## src/sam_pkg.sv

```systemverilog
// Shared types and constants for the sensor alarm monitor.
`default_nettype none

package sam_pkg;

  // Channel count and channel codes.
  localparam int unsigned NumChannels = 3;
  localparam logic [1:0] ChMethane  = 2'd0;
  localparam logic [1:0] ChMonoxide = 2'd1;
  localparam logic [1:0] ChAirflow  = 2'd2;

  // Limit register format and legal write range (0 < limit < 100.0 in Q8.8).
  localparam int unsigned LimitWidth = 15;
  localparam logic [LimitWidth-1:0] LimitMin = 15'd1;
  localparam logic [LimitWidth-1:0] LimitMax = 15'd25599;

  // Limit reset values: 80.0, 80.0 and 20.0 in Q8.8.
  localparam logic [LimitWidth-1:0] LimitMethaneRst  = 15'd20480;
  localparam logic [LimitWidth-1:0] LimitMonoxideRst = 15'd20480;
  localparam logic [LimitWidth-1:0] LimitAirflowRst  = 15'd5120;

  // Configuration register indexes.
  localparam logic [1:0] RegLimitMethane  = 2'd0;
  localparam logic [1:0] RegLimitMonoxide = 2'd1;
  localparam logic [1:0] RegLimitAirflow  = 2'd2;

  // Request kinds.
  localparam logic ReqDeadline = 1'b0;
  localparam logic ReqReading  = 1'b1;

  // Sensor status codes.
  localparam logic [1:0] StatOk     = 2'd0;
  localparam logic [1:0] StatNoData = 2'd1;
  localparam logic [1:0] StatError  = 2'd2;

  typedef enum logic [2:0] {
    EvOk          = 3'd0,
    EvMissed      = 3'd1,
    EvStale       = 3'd2,
    EvSingleErr   = 3'd3,
    EvDoubleErr   = 3'd4,
    EvMonitorLate = 3'd5
  } status_ev_e;

  typedef enum logic [1:0] {
    LimNone  = 2'd0,
    LimEnter = 2'd1,
    LimLeave = 2'd2
  } limit_ev_e;

  // Input word: one request.
  typedef struct packed {
    logic        req_type;
    logic [1:0]  channel;
    logic [1:0]  sensor_status;
    logic [15:0] sample;
  } sam_req_t;

  // Output word: one result.
  typedef struct packed {
    logic [2:0]  alarm_mask;
    logic [1:0]  channel_out;
    logic [15:0] stored_sample;
    status_ev_e  status_event;
    limit_ev_e   limit_event;
  } sam_res_t;

endpackage

`default_nettype wire

```

## src/sam_req_if.sv

```systemverilog
// Valid/ready channel that carries request words into the monitor.
`default_nettype none

interface sam_req_if import sam_pkg::*; ();
  logic     valid;
  logic     ready;
  sam_req_t data;

  modport source (output valid, output data, input ready);
  modport sink (input valid, input data, output ready);
endinterface

`default_nettype wire

```

## src/sam_res_if.sv

```systemverilog
// Valid/ready channel that carries result words out of the monitor.
`default_nettype none

interface sam_res_if import sam_pkg::*; ();
  logic     valid;
  logic     ready;
  sam_res_t data;

  modport source (output valid, output data, input ready);
  modport sink (input valid, input data, output ready);
endinterface

`default_nettype wire

```

## src/sensor_alarm_monitor_top.sv

```systemverilog
// Top level of the three-channel sensor alarm monitor.
`default_nettype none

// Sensor alarm monitor. Each request word is either a sensor reading for one
// of three channels (methane, monoxide, air flow) or a notice that the
// monitor missed its deadline, and each request produces exactly one result
// word with the alarm mask, the stored Q8.8 sample of the addressed channel,
// a status event and a limit-crossing event. An accepted request's result is
// loaded into the output register and appears there on the next cycle; a new
// request is accepted every cycle as long as the output register is empty or
// being drained, so sustained throughput is one word per clock. Limits are
// written through cfg_we_i/cfg_idx_i/cfg_data_i; writes outside 1..25599
// are ignored, and writes should only be made while the block is idle.
module sensor_alarm_monitor_top import sam_pkg::*; (
  input  wire logic                  clk_i,
  input  wire logic                  rst_ni,
  input  wire logic                  cfg_we_i,
  input  wire logic [1:0]            cfg_idx_i,
  input  wire logic [LimitWidth-1:0] cfg_data_i,
  sam_req_if.sink                    req_i,
  sam_res_if.source                  res_o
);

  // Channel state.
  logic [NumChannels-1:0] alarm_q, alarm_d;
  logic [NumChannels-1:0] missed_q, missed_d;
  logic [NumChannels-1:0] error_q, error_d;
  logic [NumChannels-1:0] viol_q, viol_d;
  logic [15:0]            last_q [NumChannels];
  logic [15:0]            last_d [NumChannels];

  // Limit registers.
  logic [LimitWidth-1:0] lim_meth_q, lim_mono_q, lim_air_q;

  // Output register.
  logic     out_valid_q;
  sam_res_t out_q, res_d;

  logic req_fire;
  assign req_i.ready = !out_valid_q || res_o.ready;
  assign req_fire    = req_i.valid && req_i.ready;

  // Limit register writes, range-checked.
  logic cfg_ok;
  assign cfg_ok = (cfg_data_i >= LimitMin) && (cfg_data_i <= LimitMax);

  always_ff @(posedge clk_i or negedge rst_ni) begin
    if (!rst_ni) begin
      lim_meth_q <= LimitMethaneRst;
      lim_mono_q <= LimitMonoxideRst;
      lim_air_q  <= LimitAirflowRst;
    end else if (cfg_we_i && cfg_ok) begin
      unique case (cfg_idx_i)
        RegLimitMethane:  lim_meth_q <= cfg_data_i;
        RegLimitMonoxide: lim_mono_q <= cfg_data_i;
        RegLimitAirflow:  lim_air_q  <= cfg_data_i;
        default: ;
      endcase
    end
  end

  // Per-request evaluation: status handling, then the limit compare.
  logic [1:0]            ch;
  logic [LimitWidth-1:0] lim;
  logic [15:0]           smp;
  logic                  checked;
  logic                  viol;

  assign ch  = req_i.data.channel;
  assign smp = req_i.data.sample;

  always_comb begin
    unique case (ch)
      ChMethane:  lim = lim_meth_q;
      ChMonoxide: lim = lim_mono_q;
      default:    lim = lim_air_q;
    endcase
  end

  assign viol = (ch == ChAirflow) ? (smp < {1'b0, lim}) : (smp > {1'b0, lim});

  always_comb begin
    alarm_d  = alarm_q;
    missed_d = missed_q;
    error_d  = error_q;
    viol_d   = viol_q;
    last_d   = last_q;
    checked  = 1'b0;
    res_d.alarm_mask    = alarm_q;
    res_d.channel_out   = ChMethane;
    res_d.stored_sample = last_q[0];
    res_d.status_event  = EvOk;
    res_d.limit_event   = LimNone;

    if (req_i.data.req_type == ReqDeadline) begin
      // Monitor was late: raise every alarm.
      alarm_d             = '1;
      res_d.status_event  = EvMonitorLate;
    end else if (ch == 2'd3) begin
      // Unknown channel: no state change; the result carries only the alarm mask.
      res_d.stored_sample = '0;
    end else begin
      checked = 1'b1;
      if (req_i.data.sensor_status == StatNoData) begin
        alarm_d[ch]        = 1'b1;
        missed_d[ch]       = 1'b1;
        res_d.status_event = EvMissed;
        checked            = 1'b0;
      end else if (missed_q[ch]) begin
        alarm_d[ch]        = 1'b0;
        missed_d[ch]       = 1'b0;
        res_d.status_event = EvStale;
        checked            = 1'b0;
      end else if (req_i.data.sensor_status == StatOk) begin
        alarm_d[ch]        = 1'b0;
        error_d[ch]        = 1'b0;
        res_d.status_event = EvOk;
      end else if (error_q[ch]) begin
        alarm_d[ch]        = 1'b1;
        res_d.status_event = EvDoubleErr;
        checked            = 1'b0;
      end else begin
        error_d[ch]        = 1'b1;
        res_d.status_event = EvSingleErr;
      end

      if (checked) begin
        last_d[ch]  = smp;
        alarm_d[ch] = viol;
        viol_d[ch]  = viol;
        if (viol && !viol_q[ch]) begin
          res_d.limit_event = LimEnter;
        end else if (!viol && viol_q[ch]) begin
          res_d.limit_event = LimLeave;
        end
      end

      res_d.channel_out   = ch;
      res_d.stored_sample = last_d[ch];
    end
    res_d.alarm_mask = alarm_d;
  end

  // State and output register.
  always_ff @(posedge clk_i or negedge rst_ni) begin
    if (!rst_ni) begin
      alarm_q     <= '0;
      missed_q    <= '0;
      error_q     <= '0;
      viol_q      <= '0;
      last_q      <= '{default: '0};
      out_valid_q <= 1'b0;
    end else begin
      if (req_fire) begin
        alarm_q  <= alarm_d;
        missed_q <= missed_d;
        error_q  <= error_d;
        viol_q   <= viol_d;
        last_q   <= last_d;
      end
      if (req_fire) begin
        out_valid_q <= 1'b1;
      end else if (res_o.ready) begin
        out_valid_q <= 1'b0;
      end
    end
  end

  always_ff @(posedge clk_i) begin
    if (req_fire) begin
      out_q <= res_d;
    end
  end

  assign res_o.valid = out_valid_q;
  assign res_o.data  = out_q;

  // A channel that is waiting for a fresh sample always has its alarm raised.
  a_missed_alarm: assert property (@(posedge clk_i) disable iff (!rst_ni)
    (missed_q & ~alarm_q) == '0)
    else $error("missed channel without alarm");

  // Limit registers never leave the legal range.
  a_limit_range: assert property (@(posedge clk_i) disable iff (!rst_ni)
    lim_meth_q >= LimitMin && lim_meth_q <= LimitMax &&
    lim_mono_q >= LimitMin && lim_mono_q <= LimitMax &&
    lim_air_q >= LimitMin && lim_air_q <= LimitMax)
    else $error("limit register out of range");

  // A late-monitor result reports all alarms on channel zero.
  a_late_result: assert property (@(posedge clk_i) disable iff (!rst_ni)
    res_o.valid && res_o.data.status_event == EvMonitorLate |->
      res_o.data.alarm_mask == '1 && res_o.data.channel_out == ChMethane)
    else $error("late-monitor result malformed");

  // A limit crossing is reported only when the sample was compared.
  a_limit_checked: assert property (@(posedge clk_i) disable iff (!rst_ni)
    res_o.valid && res_o.data.limit_event != LimNone |->
      res_o.data.status_event == EvOk || res_o.data.status_event == EvSingleErr)
    else $error("limit event without compare");

  // The accepted word's result is loaded into the output register.
  a_result_loaded: assert property (@(posedge clk_i) disable iff (!rst_ni)
    req_fire |=> res_o.valid)
    else $error("result not presented after accept");

endmodule

`default_nettype wire

```

## src/flat_wrapper.sv

```systemverilog
// flat-port wrapper written by rule: the top's interface ports become plain ports
module sensor_alarm_monitor_top_flat import sam_pkg::*;
  (clk_i, rst_ni, cfg_we_i, cfg_idx_i, cfg_data_i, req_i_valid, req_i_data, req_i_ready, res_o_valid, res_o_data, res_o_ready);
  sam_req_if req_i_i ();
  sam_res_if res_o_i ();
  input  wire logic clk_i;
  input  wire logic rst_ni;
  input  wire logic cfg_we_i;
  input  wire logic [1:0] cfg_idx_i;
  input  wire logic [LimitWidth-1:0] cfg_data_i;
  input wire logic [$bits(req_i_i.valid)-1:0] req_i_valid;
  input wire logic [$bits(req_i_i.data)-1:0] req_i_data;
  output wire logic [$bits(req_i_i.ready)-1:0] req_i_ready;
  output wire logic [$bits(res_o_i.valid)-1:0] res_o_valid;
  output wire logic [$bits(res_o_i.data)-1:0] res_o_data;
  input wire logic [$bits(res_o_i.ready)-1:0] res_o_ready;
  assign req_i_i.valid = req_i_valid;
  assign req_i_i.data = req_i_data;
  assign req_i_ready = req_i_i.ready;
  assign res_o_valid = res_o_i.valid;
  assign res_o_data = res_o_i.data;
  assign res_o_i.ready = res_o_ready;
  sensor_alarm_monitor_top u_core (.clk_i(clk_i), .rst_ni(rst_ni), .cfg_we_i(cfg_we_i), .cfg_idx_i(cfg_idx_i), .cfg_data_i(cfg_data_i), .req_i(req_i_i), .res_o(res_o_i));
endmodule
```

## config.mk

```make
export PLATFORM = sky130hd
export DESIGN_NAME = sensor_alarm_monitor_top_flat
export DESIGN_NICKNAME = d
export VERILOG_FILES = /design/src/sam_pkg.sv /design/src/sam_req_if.sv /design/src/sam_res_if.sv /design/src/sensor_alarm_monitor_top.sv /design/src/flat_wrapper.sv
export SDC_FILE = /design/constraint.sdc
export NUM_CORES = 1
export LEC_CHECK = 0
export ABC_AREA = 1
export BUFFER_PORTS_ARGS = -buffer_cell sky130_fd_sc_hd__buf_4
export CAP_MARGIN = 20
export CORE_UTILIZATION = 30
export DETAILED_ROUTE_END_ITERATION = 7
export SKIP_CTS_REPAIR_TIMING = 1
export SYNTH_ARGS = -nofsm -noshare
export SYNTH_HDL_FRONTEND = slang
export SYNTH_SLANG_ARGS = --single-unit
export TNS_END_PERCENT = 5
```

## constraint.sdc

```tcl
create_clock -name clk_i -period 3.2 [get_ports clk_i]
set_input_delay 0.16 -clock clk_i [delete_from_list [all_inputs] [get_ports clk_i]]
set_output_delay 0.16 -clock clk_i [all_outputs]
set_load 0.005 [all_outputs]
```

==> results.json, run 1 <==
{
  "fin_area_um2": 8110,
  "reg2reg_from": "u_core.lim_air_q[12]",
  "tns_ns": 0,
  "die_w_um": 152,
  "ys.flop_type": "dfrtp_1",
  "worstHoldEndpoint": "u_core.last_q[6]",
  "power.switching_mw": 1.53,
  "holdCritPathClass": "in -> reg",
  "rsz0062_at_grt": "no",
  "start_util_pct": 30.7,
  "worstMarginPinSlew_ns": 0.932,
  "clkTransAtPathRegs_ns": 0.06,
  "ios": 71,
  "static-leakage-power_nw": 3.83,
  "violations": "DRC",
  "routedWlPerCell_um": 15.2,
  "grt_overflow": 0,
  "power_density_nw_per_um2": 626,
  "clkSinkCount": 132,
  "min_period_over_period_pct": 74.3,
  "drt-pass1-iter-count": 7,
  "maxCapViolations": 0,
  "cp_slowest_cell": "inv_1",
  "cts-buffers-inserted": 17,
  "cts-root-buf": "clkbuf_16",
  "post-route-util_pct": 36.9,
  "num_vias": 5617,
  "grt_pass1_vias": 5242,
  "pre_cts_ws_ns": 0.374,
  "clockBufferDepth": 2,
  "syn-instance-count": 802,
  "r2r_end": "u_core.res_o.data[24]",
  "syn_to_final_growth_pct": 20.3,
  "p_total_mw": 5.07,
  "syn-num-nets": 860,
  "peakVddDrop_uv": 283,
  "crit_top_cell": "nand2_1",
  "grt_use_total_pct": 16.0,
  "dpl_cell_area_um2": 7520,
  "worst-setup-path-type": "in -> reg",
  "r2r_cells": 14,
  "fin_ws_ns": 0.824,
  "start_kind": "input pin",
  "finalHoldViolations": 0,
  "drt_iter0_markers": 428,
  "grt_antenna_before_repair": 0,
  "cp_max_fo": 17,
  "whs_path_depth": 3,
  "wirelength_um": 17700,
  "final_cells": 1164,
  "r2r_slack_ns": 0.83,
  "drc": 18,
  "ys_seq_elements": 132,
  "die_h_um": 152,
  "dp.cells": 1127,
  "synth_area_leaders": "dfrtp_1 (37%), nand2_1 (13%), edfxtp_1 (12%)",
  "drive_above_1_share_pct": 16.7,
  "core_area_um2": 22000,
  "grt_pass1_wl_um": 28800,
  "worst_ep_required_time_ns": 3.38,
  "fp-row-count": 54,
  "grt_max_degree": 56,
  "worstSkewPairLatency_ns": 0.42,
  "seqPwrFrac_pct": 44.6,
  "cp_data_arrival_time_ns": 2.55,
  "min_from": "req_i_data[6]",
  "hpwl_um": 12200,
  "gp_congestion": 0.843,
  "min_period_ns": 2.38,
  "setup-violations-final": 0,
  "p_comb_share_pct": 19.8,
  "ys_seq_area_share_pct": 51.0,
  "synth_top_area_share_pct": 37.1,
  "p_sw_share_pct": 30.2,
  "synth_most_common_cell": "nand2_1",
  "p_int_mw": 3.54,
  "skew_ns": 0.00962,
  "cp_slowest_stage_delay_ns": 0.45,
  "slew_headroom_pct": 37.7,
  "yosys_warnings": 0,
  "cts_tree": "built",
  "h-tree-depth": 4,
  "drv_slew": 0,
  "ys_async_sr_fraction_pct": 80.3,
  "die-area_um2": 23100,
  "crit_chain": "buf_4 -> nor2_8 -> inv_1 -> o22ai_1 -> o21bai_1 -> ha_1 -> nand2_1 -> nor2_1 -> nand2_1 -> nor2_1 -> nand2_1 -> nand3_1 -> nand2_1 -> nand2_1 -> nand2_1 -> nand2_1 -> nand2_1",
  "status": "complete, but fails checks",
  "nets": 929,
  "synth_area_um2": 6740,
  "synthDistinctLibCells": 38,
  "n_antenna_cell": 0,
  "worst_setup_path_end_kind": "register",
  "drt-vias-per-instance": 4.83,
  "synth.largest_area_cell": "dfrtp_1",
  "portBuffers": 70,
  "ys_top_cells_by_count": "nand2_1 (228), o21ai_0 (119), dfrtp_1 (100), inv_1 (80), a21oi_1 (30)",
  "max_freq_ghz": 0.421,
  "antenna_left": 0,
  "holdWs_ns": 0.00226,
  "power.share.clock_pct": 35.6,
  "synth_edf_count": 26,
  "syn_avg_cell_area_um2": 8.41
}
-- critical path: cells and delay by family --
family | cells | cell delay, ns
buffers and inverters | 2 | 0.65
adder cells (fa/ha/maj) | 1 | 0.30
AND/OR/NAND/NOR | 12 | 1.09
AO/OA/AOI/OAI | 2 | 0.32
-- power groups by stage --
stage	clock (mW)	sequential [mW]	combinational [mW]
2_1_floorplan	0	2.24	0.693
3_3_place_gp	0	2.28	0.979
3_5_place_dp	0	2.29	1.00
4_1_cts	1.84	2.26	1.01
5_1_grt	1.92	2.30	1.16
6_report	1.80	2.26	1.01
-- cell families (layout without fill, tap and decap cells) --
family | after synthesis | count (layout) | share of synthesized area, %
AO/OA/AOI/OAI | 230 | 230 | 18.8
adder cells (fa/ha/maj) | 15 | 15 | 2.78
buffers and inverters | 128 | 210 | 8.15
flip-flops | 132 | 132 | 51.0
AND/OR/NAND/NOR | 297 | 297 | 19.2
-- cell usage in the layout, fill, tap and decap left out, types with 6 or more instances in the layout --
master / n
dfrtp_1: 100
nor2_1: 23
o21ai_1: 25
inv_2: 9
inv_1: 80
o21ai_0: 119
clkinvlp_4: 6
buf_4: 82
ha_1: 15
nand3_1: 17
dfstp_2: 6
clkbuf_16: 17
o21bai_1: 15
a21oi_1: 30
o22ai_1: 23
nand2_1: 228
o211ai_1: 8
edfxtp_1: 26
-- sequential cells by signal, indices dropped and copies added (netlist names), named ones only --
name / flops
u_core.res_o.valid: 1
u_core.lim_air_q: 15
u_core.alarm_q: 3
u_core.lim_meth_q: 15
u_core.last_q: 48
u_core.res_o.data: 26
u_core.lim_mono_q: 15
u_core.viol_q: 3
-- final cells by class --
cell class	instances	area (µm²)
fill	2264	13800
sequential	132	3440
multi-input combinational	542	2750
timing repair buffer	88	686
clock buffer	17	425
tap	280	350
inverter	90	338
clock inverter	15	116
-- routing by layer --
layer  GRT usage [%]  share of wire (%)
met3            3.96                6.6
met1            22.3                 48
met5               0                  0
met2            24.3                 45
met4            4.96               0.92
-- worst max-delay path by stage --
stage | to | from | depth (start not counted) | slack [ns]
floorplan | u_core.res_o.data[23] | req_i_data[18] | 19 | 0.58
global placement | u_core.res_o.data[24] | req_i_data[19] | 17 | 0.48
detailed placement | u_core.res_o.data[24] | req_i_data[19] | 17 | 0.37
CTS | u_core.res_o.data[24] | u_core.lim_air_q[12] | 14 | 0.81
global route | u_core.res_o.data[23] | req_i_data[18] | 17 | 0.48
finish | u_core.res_o.data[24] | req_i_data[19] | 17 | 0.82
(Power assumes the default switching activity.)
==> inputs of run 2 (changes only) <==
- ABC_AREA: 1 -> 0
- clock period: 3.2 -> 2.25 ns (I/O delays scaled with it)
==> run 2 against run 1 <==
The run ends with hold timing, setup timing left. Area after synthesis decreased by 3.8%. Clock-buffer cell count increased by 2. Critical path depth decreased by 5. Die area decreased by 3.8%. Sequential share of layout area decreased by 2.1 points. Hold slack got worse by 0.028 ns. Cell area increased by 5.2%. Critical path type is now reg -> reg.
==> results.json, run 2 <==
{
  "status": "complete, but fails checks",
  "violations": "hold timing, setup timing",
  "gp_congestion": 0.817,
  "synth_most_common_cell": "dfrtp_1",
  "syn-num-nets": 589,
  "antenna_left": 0,
  "drt-vias-per-instance": 4.95,
  "synthDistinctLibCells": 56,
  "syn_to_final_growth_pct": 31.5,
  "grt_pass1_vias": 4786,
  "synth_top_area_share_pct": 38.6,
  "grt_antenna_before_repair": 0,
  "worst-setup-path-type": "reg -> reg",
  "h-tree-depth": 4,
  "synth.largest_area_cell": "dfrtp_1",
  "syn-instance-count": 531,
  "fin_ws_ns": -0.370,
  "wirelength_um": 17100,
  "final_cells": 955,
  "dp.cells": 896,
  "hpwl_um": 11800,
  "drv_slew": 0,
  "drt_iter0_markers": 290,
  "max_freq_ghz": 0.382,
  "cts_tree": "built",
  "worstSkewPairLatency_ns": 0.43,
  "die_h_um": 149,
  "start_util_pct": 30.8,
  "clkTransAtPathRegs_ns": 0.06,
  "min_from": "req_i_data[8]",
  "maxCapViolations": 0,
  "crit_top_cell": "buf_4",
  "start_kind": "register",
  "grt_pass1_wl_um": 26500,
  "cts-root-buf": "clkbuf_16",
  "ys.flop_type": "dfrtp_1",
  "final_common_cell": "buf_4",
  "routedWlPerCell_um": 17.9,
  "path_buf_inv": 4,
  "n_antenna_cell": 0,
  "ios": 71,
  "cp_slowest_stage_delay_ns": 0.53,
  "fp-row-count": 53,
  "worstSetupStartpoint": "u_core.lim_mono_q[14]",
  "holdWs_ns": -0.0262,
  "cp_top_family": "buffers and inverters",
  "core_area_um2": 21100,
  "worst_setup_path_end_kind": "register",
  "ys_seq_area_share_pct": 53.0,
  "grt_max_degree": 107,
  "grt_overflow": 0,
  "cp_max_fo": 3,
  "nets": 725,
  "cp_slowest_cell": "dfstp_2",
  "drc": 0,
  "peakVddDrop_uv": 549,
  "whs_path_depth": 3,
  "clkSinkCount": 132,
  "holdCritPathClass": "in -> reg",
  "syn_avg_cell_area_um2": 12.2,
  "portBuffers": 70,
  "rsz0062_at_grt": "yes",
  "largest_reg_flops": 48,
  "clockBufferDepth": 2,
  "die_w_um": 149,
  "min_period_ns": 2.62,
  "r2r_cells": 12,
  "ys_seq_elements": 132,
  "mostFrequentLayoutCells": "buf_4 (115), dfrtp_1 (100), mux2_2 (49), nor2_1 (47), mux2_1 (42)",
  "die-area_um2": 22200,
  "slew_headroom_pct": 60.6,
  "regMostFlops": "u_core.last_q",
  "ys_async_sr_fraction_pct": 80.3,
  "setup-violations-final": 11,
  "reg2reg_from": "u_core.lim_mono_q[14]",
  "min_period_over_period_pct": 116,
  "cp_data_arrival_time_ns": 2.84,
  "ys_top_cells_by_count": "dfrtp_1 (100), mux2_2 (49), nor2_1 (47), mux2_1 (42), a21oi_1 (30)",
  "worst_ep_required_time_ns": 2.47,
  "synth_area_um2": 6490,
  "skew_ns": 0.0113,
  "num_vias": 4724,
  "synth_edf_count": 26,
  "crit_chain": "mux2i_1 -> nor2_1 -> a21oi_1 -> ha_1 -> nand4b_1 -> buf_4 -> nor3_1 -> buf_4 -> nor3_1 -> buf_4 -> buf_4 -> a2111oi_1",
  "finalHoldViolations": 1,
  "drt-pass1-iter-count": 5,
  "synth_area_leaders": "dfrtp_1 (39%), edfxtp_1 (12%), mux2_2 (8.5%)",
  "yosys_warnings": 0,
  "drive_above_1_share_pct": 33.7,
  "cts-buffers-inserted": 17,
  "grt_use_total_pct": 15.9,
  "power_density_nw_per_um2": 910,
  "crit_cells": 12,
  "static-leakage-power_nw": 3.70,
  "worstMarginPinSlew_ns": 0.591
}
## run 2: cell types whose count changed in the layout (fill, tap and decap cells not counted), sizes merged, moves of 12 or more
cell	before	now
nand2	236	24
o21ai	147	20
mux2	0	99
inv	90	6
buf	83	120
mux2i	0	24
dlygate4sd3	5	27
nor2	29	47
nand3	20	4
o21bai	15	0
o22ai	23	9
nor2b	0	12
## run 2: where the power goes
part	total [mW]	leakage, nW	switching, mW	internal (mW)
clock	2.80	0.285	1.07	1.74
combinational	1.64	1.89	0.754	0.891
sequential	3.31	1.52	0.290	3.02
## run 2: routing by layer
layer  routed length (µm)  global-route usage, %  vias to the layer above  share of wire [%]
met5                    0                      0                        -                  0
met1                 8000                   21.5                     2344                 47
met4                  201                   4.34                        0                1.2
met2                 8030                   25.3                      136                 47
li1                     -                      -                     2228                  -
met3                  841                   3.94                       16                4.9
## run 2: logic make-up (layout without fill, tap and decap cells)
group                    after synthesis  in the layout  share of synthesized area (%)
flip-flops                           132            132                           53.0
AND/OR/NAND/NOR                      126            126                           9.30
AO/OA/AOI/OAI                         99             99                           10.2
buffers and inverters                 36            185                           2.97
adder cells (fa/ha/maj)               15             15                           2.89
multiplexers                         123            123                           21.6
## run 2: worst reg2reg max path: stages, from the launching register on
cell and delay, ns:
dfstp_2 0.53, mux2i_1 0.06, nor2_1 0.10, a21oi_1 0.06
ha_1 0.34, nand4b_1 0.15, buf_4 0.18, nor3_1 0.18
buf_4 0.14, nor3_1 0.04, buf_4 0.13, buf_4 0.13
a2111oi_1 0.38
## run 2: worst paths after layout
| check | to | slack [ns] |
|---|---|---|
| min in group asynchronous | u_core.lim_air_q[6] | 0.29 |
| setup reg to reg | u_core.res_o.data[1] | -0.37 |
| max in group asynchronous | u_core.lim_meth_q[1] | 1.50 |
| hold / removal | u_core.last_q[40] | -0.03 |
| hold reg to reg | u_core.last_q[9] | 0.48 |
| setup / recovery | u_core.res_o.data[1] | -0.37 |
## run 2: cell type report
class | count | area (µm²)
multi-input cells | 363 | 2890
inverters | 6 | 22.5
fillers | 1989 | 12600
well taps | 275 | 344
clock inverters | 13 | 159
flip-flops and latches | 132 | 3440
clock buffers | 19 | 433
repair buffers | 147 | 1230
## run 2: per-stage QoR
stage	util, %	setup TNS, ns	area (µm²)	power, mW	setup slack, ns
floorplan	-	-1.69	6530	4.29	-0.296
global placement	36.2	-13.70	7620	4.83	-0.462
detailed placement	36.2	-16.16	7620	4.93	-0.547
CTS	39.0	-3.92	8220	7.75	-0.557
global route	40.4	-4.09	8530	8.16	-0.472
finish	40.4	-2.57	8530	7.76	-0.370
==> inputs of run 3 (changes only) <==
- CTS_BUF_LIST: not set -> sky130_fd_sc_hd__clkbuf_4
==> run 3 against run 2 <==
The run ends with setup timing left. Clock power fell by 39%. Combinational power about the same. Wire length fell by 1.7%. Global-route usage shrank 0.22 points. Total power is 14% lower. Clock-buffer cell count stayed put. Highest routed layer unchanged. Hold slack gained 0.18 ns. Critical path depth is 2 lower. Clock skew is 0.020 ns higher. Sequential share of layout area grew 0.80 points. First-iteration DRC count increased by 1.4%. Non-clock buffer count increased by 11. Critical endpoint is now u_core.alarm_q[1].
==> results.json, run 3 (synthesis results as in run 2) <==
{
  "maxCapViolations": 0,
  "min_period_over_period_pct": 116,
  "violations": "setup timing",
  "drv_slew": 0,
  "holdCritPathClass": "in -> async",
  "worstMarginPinSlew_ns": 0.593,
  "gp_congestion": 0.817,
  "wirelength_um": 16800,
  "grt_use_total_pct": 15.7,
  "worst_ep_required_time_ns": 2.69,
  "grt_max_degree": 107,
  "finalHoldViolations": 0,
  "ios": 71,
  "clkSinkCount": 132,
  "r2r_end": "u_core.alarm_q[1]",
  "start_util_pct": 30.8,
  "endpoint": "u_core.alarm_q[1]",
  "grt_pass1_vias": 4746,
  "setup-violations-final": 11,
  "grt_pass1_wl_um": 26200,
  "die_h_um": 149,
  "die_w_um": 149,
  "worstSkewPairLatency_ns": 0.56,
  "drt-pass1-iter-count": 5,
  "power_density_nw_per_um2": 799,
  "peakVddDrop_uv": 311,
  "clkTransAtPathRegs_ns": 0.12,
  "mostFrequentLayoutCells": "buf_4 (115), dfrtp_1 (100), mux2_2 (49), nor2_1 (47), mux2_1 (41)",
  "cts_tree": "built",
  "p_total_mw": 6.68,
  "syn_to_final_growth_pct": 28.9,
  "max_freq_ghz": 0.383,
  "grt_antenna_before_repair": 0,
  "static-leakage-power_nw": 3.62,
  "core_area_um2": 21100,
  "routedWlPerCell_um": 17.4,
  "fp-row-count": 53,
  "holdWs_ns": 0.158,
  "drive_above_1_share_pct": 33.6,
  "n_antenna_cell": 0,
  "r2r_cells": 10,
  "dpl_cell_area_um2": 7620,
  "worst_setup_path_end_kind": "register",
  "regMostFlops": "u_core.last_q",
  "largest_reg_flops": 48,
  "cts-root-buf": "clkbuf_4",
  "cp_max_fo": 7,
  "drt_iter0_markers": 294,
  "grt_overflow": 0,
  "rsz0062_at_grt": "yes",
  "final_common_cell": "buf_4",
  "drc": 0,
  "die-area_um2": 22200,
  "worstSetupStartpoint": "u_core.lim_mono_q[2]",
  "antenna_left": 0,
  "reg2reg_from": "u_core.lim_mono_q[2]",
  "drt-vias-per-instance": 4.88,
  "min_period_ns": 2.61,
  "status": "complete, but fails checks",
  "num_vias": 4713,
  "cts-buffers-inserted": 17,
  "hpwl_um": 11800,
  "worst-setup-path-type": "reg -> reg",
  "nets": 736,
  "cp_data_arrival_time_ns": 3.05,
  "slew_headroom_pct": 60.5,
  "fin_ws_ns": -0.360,
  "portBuffers": 70,
  "clockBufferDepth": 2,
  "post-route-util_pct": 39.6,
  "r2r_slack_ns": -0.36,
  "fin_area_um2": 8360,
  "h-tree-depth": 4,
  "start_kind": "register",
  "skew_ns": 0.0314,
  "pre_cts_ws_ns": -0.547
}
## run 3: worst min-delay path by stage
| stage | startpoint | to | slack [ns] | cells past startpoint |
|---|---|---|---|---|
| after floorplan | rst_ni | async pin | -0.18 | 0 |
| after global placement | rst_ni | u_core.lim_meth_q[6] | 0.22 | 2 |
| after detailed placement | rst_ni | u_core.lim_mono_q[6] | 0.24 | 2 |
| after CTS | rst_ni | u_core.last_q[13] | -0.39 | 2 |
| after global routing | req_i_data[11] | u_core.res_o.data[16] | 0.11 | 4 |
| final | rst_ni | u_core.lim_meth_q[6] | 0.16 | 3 |
## run 3: layer usage
| metal | track usage (%) | vias up | routed length, µm |
|---|---|---|---|
| li1 | - | 2249 | - |
| met1 | 21.4 | 2351 | 7960 |
| met2 | 24.8 | 97 | 7920 |
| met3 | 3.67 | 16 | 618 |
| met4 | 4.49 | 0 | 276 |
| met5 | 0 | - | 0 |
## run 3: cell type report
class	instances	area [µm²]
repair buffers	158	1340
multi-input cells	363	2910
clock buffers	19	143
inverters	6	22.5
well taps	275	344
flip-flops and latches	132	3440
fillers	2012	12700
clock inverters	13	159
## run 3: critical path: stages (launching register included)
cell	delay (ns)
dfrtp_1	0.40
mux2i_1	0.14
nor2_1	0.06
a21oi_1	0.15
ha_1	0.27
and3_4	0.19
nor2b_1	0.12
o31a_1	0.24
o31a_1	0.40
o21a_1	0.21
a221o_1	0.32
## run 3: power by group
part	leakage (nW)	internal, mW	total [mW]	switching (mW)
sequential	1.52	3.01	3.30	0.287
clock	0.160	0.793	1.72	0.923
combinational	1.94	0.909	1.67	0.756
total	3.62	4.71	6.68	1.97
## run 3: metrics by stage
stage,instances,TNS (ns)
after global routing,966,-4.08
final,966,-2.55
after floorplan,531,-1.69
after global placement,896,-13.70
after detailed placement,896,-16.16
after CTS,928,-4.00
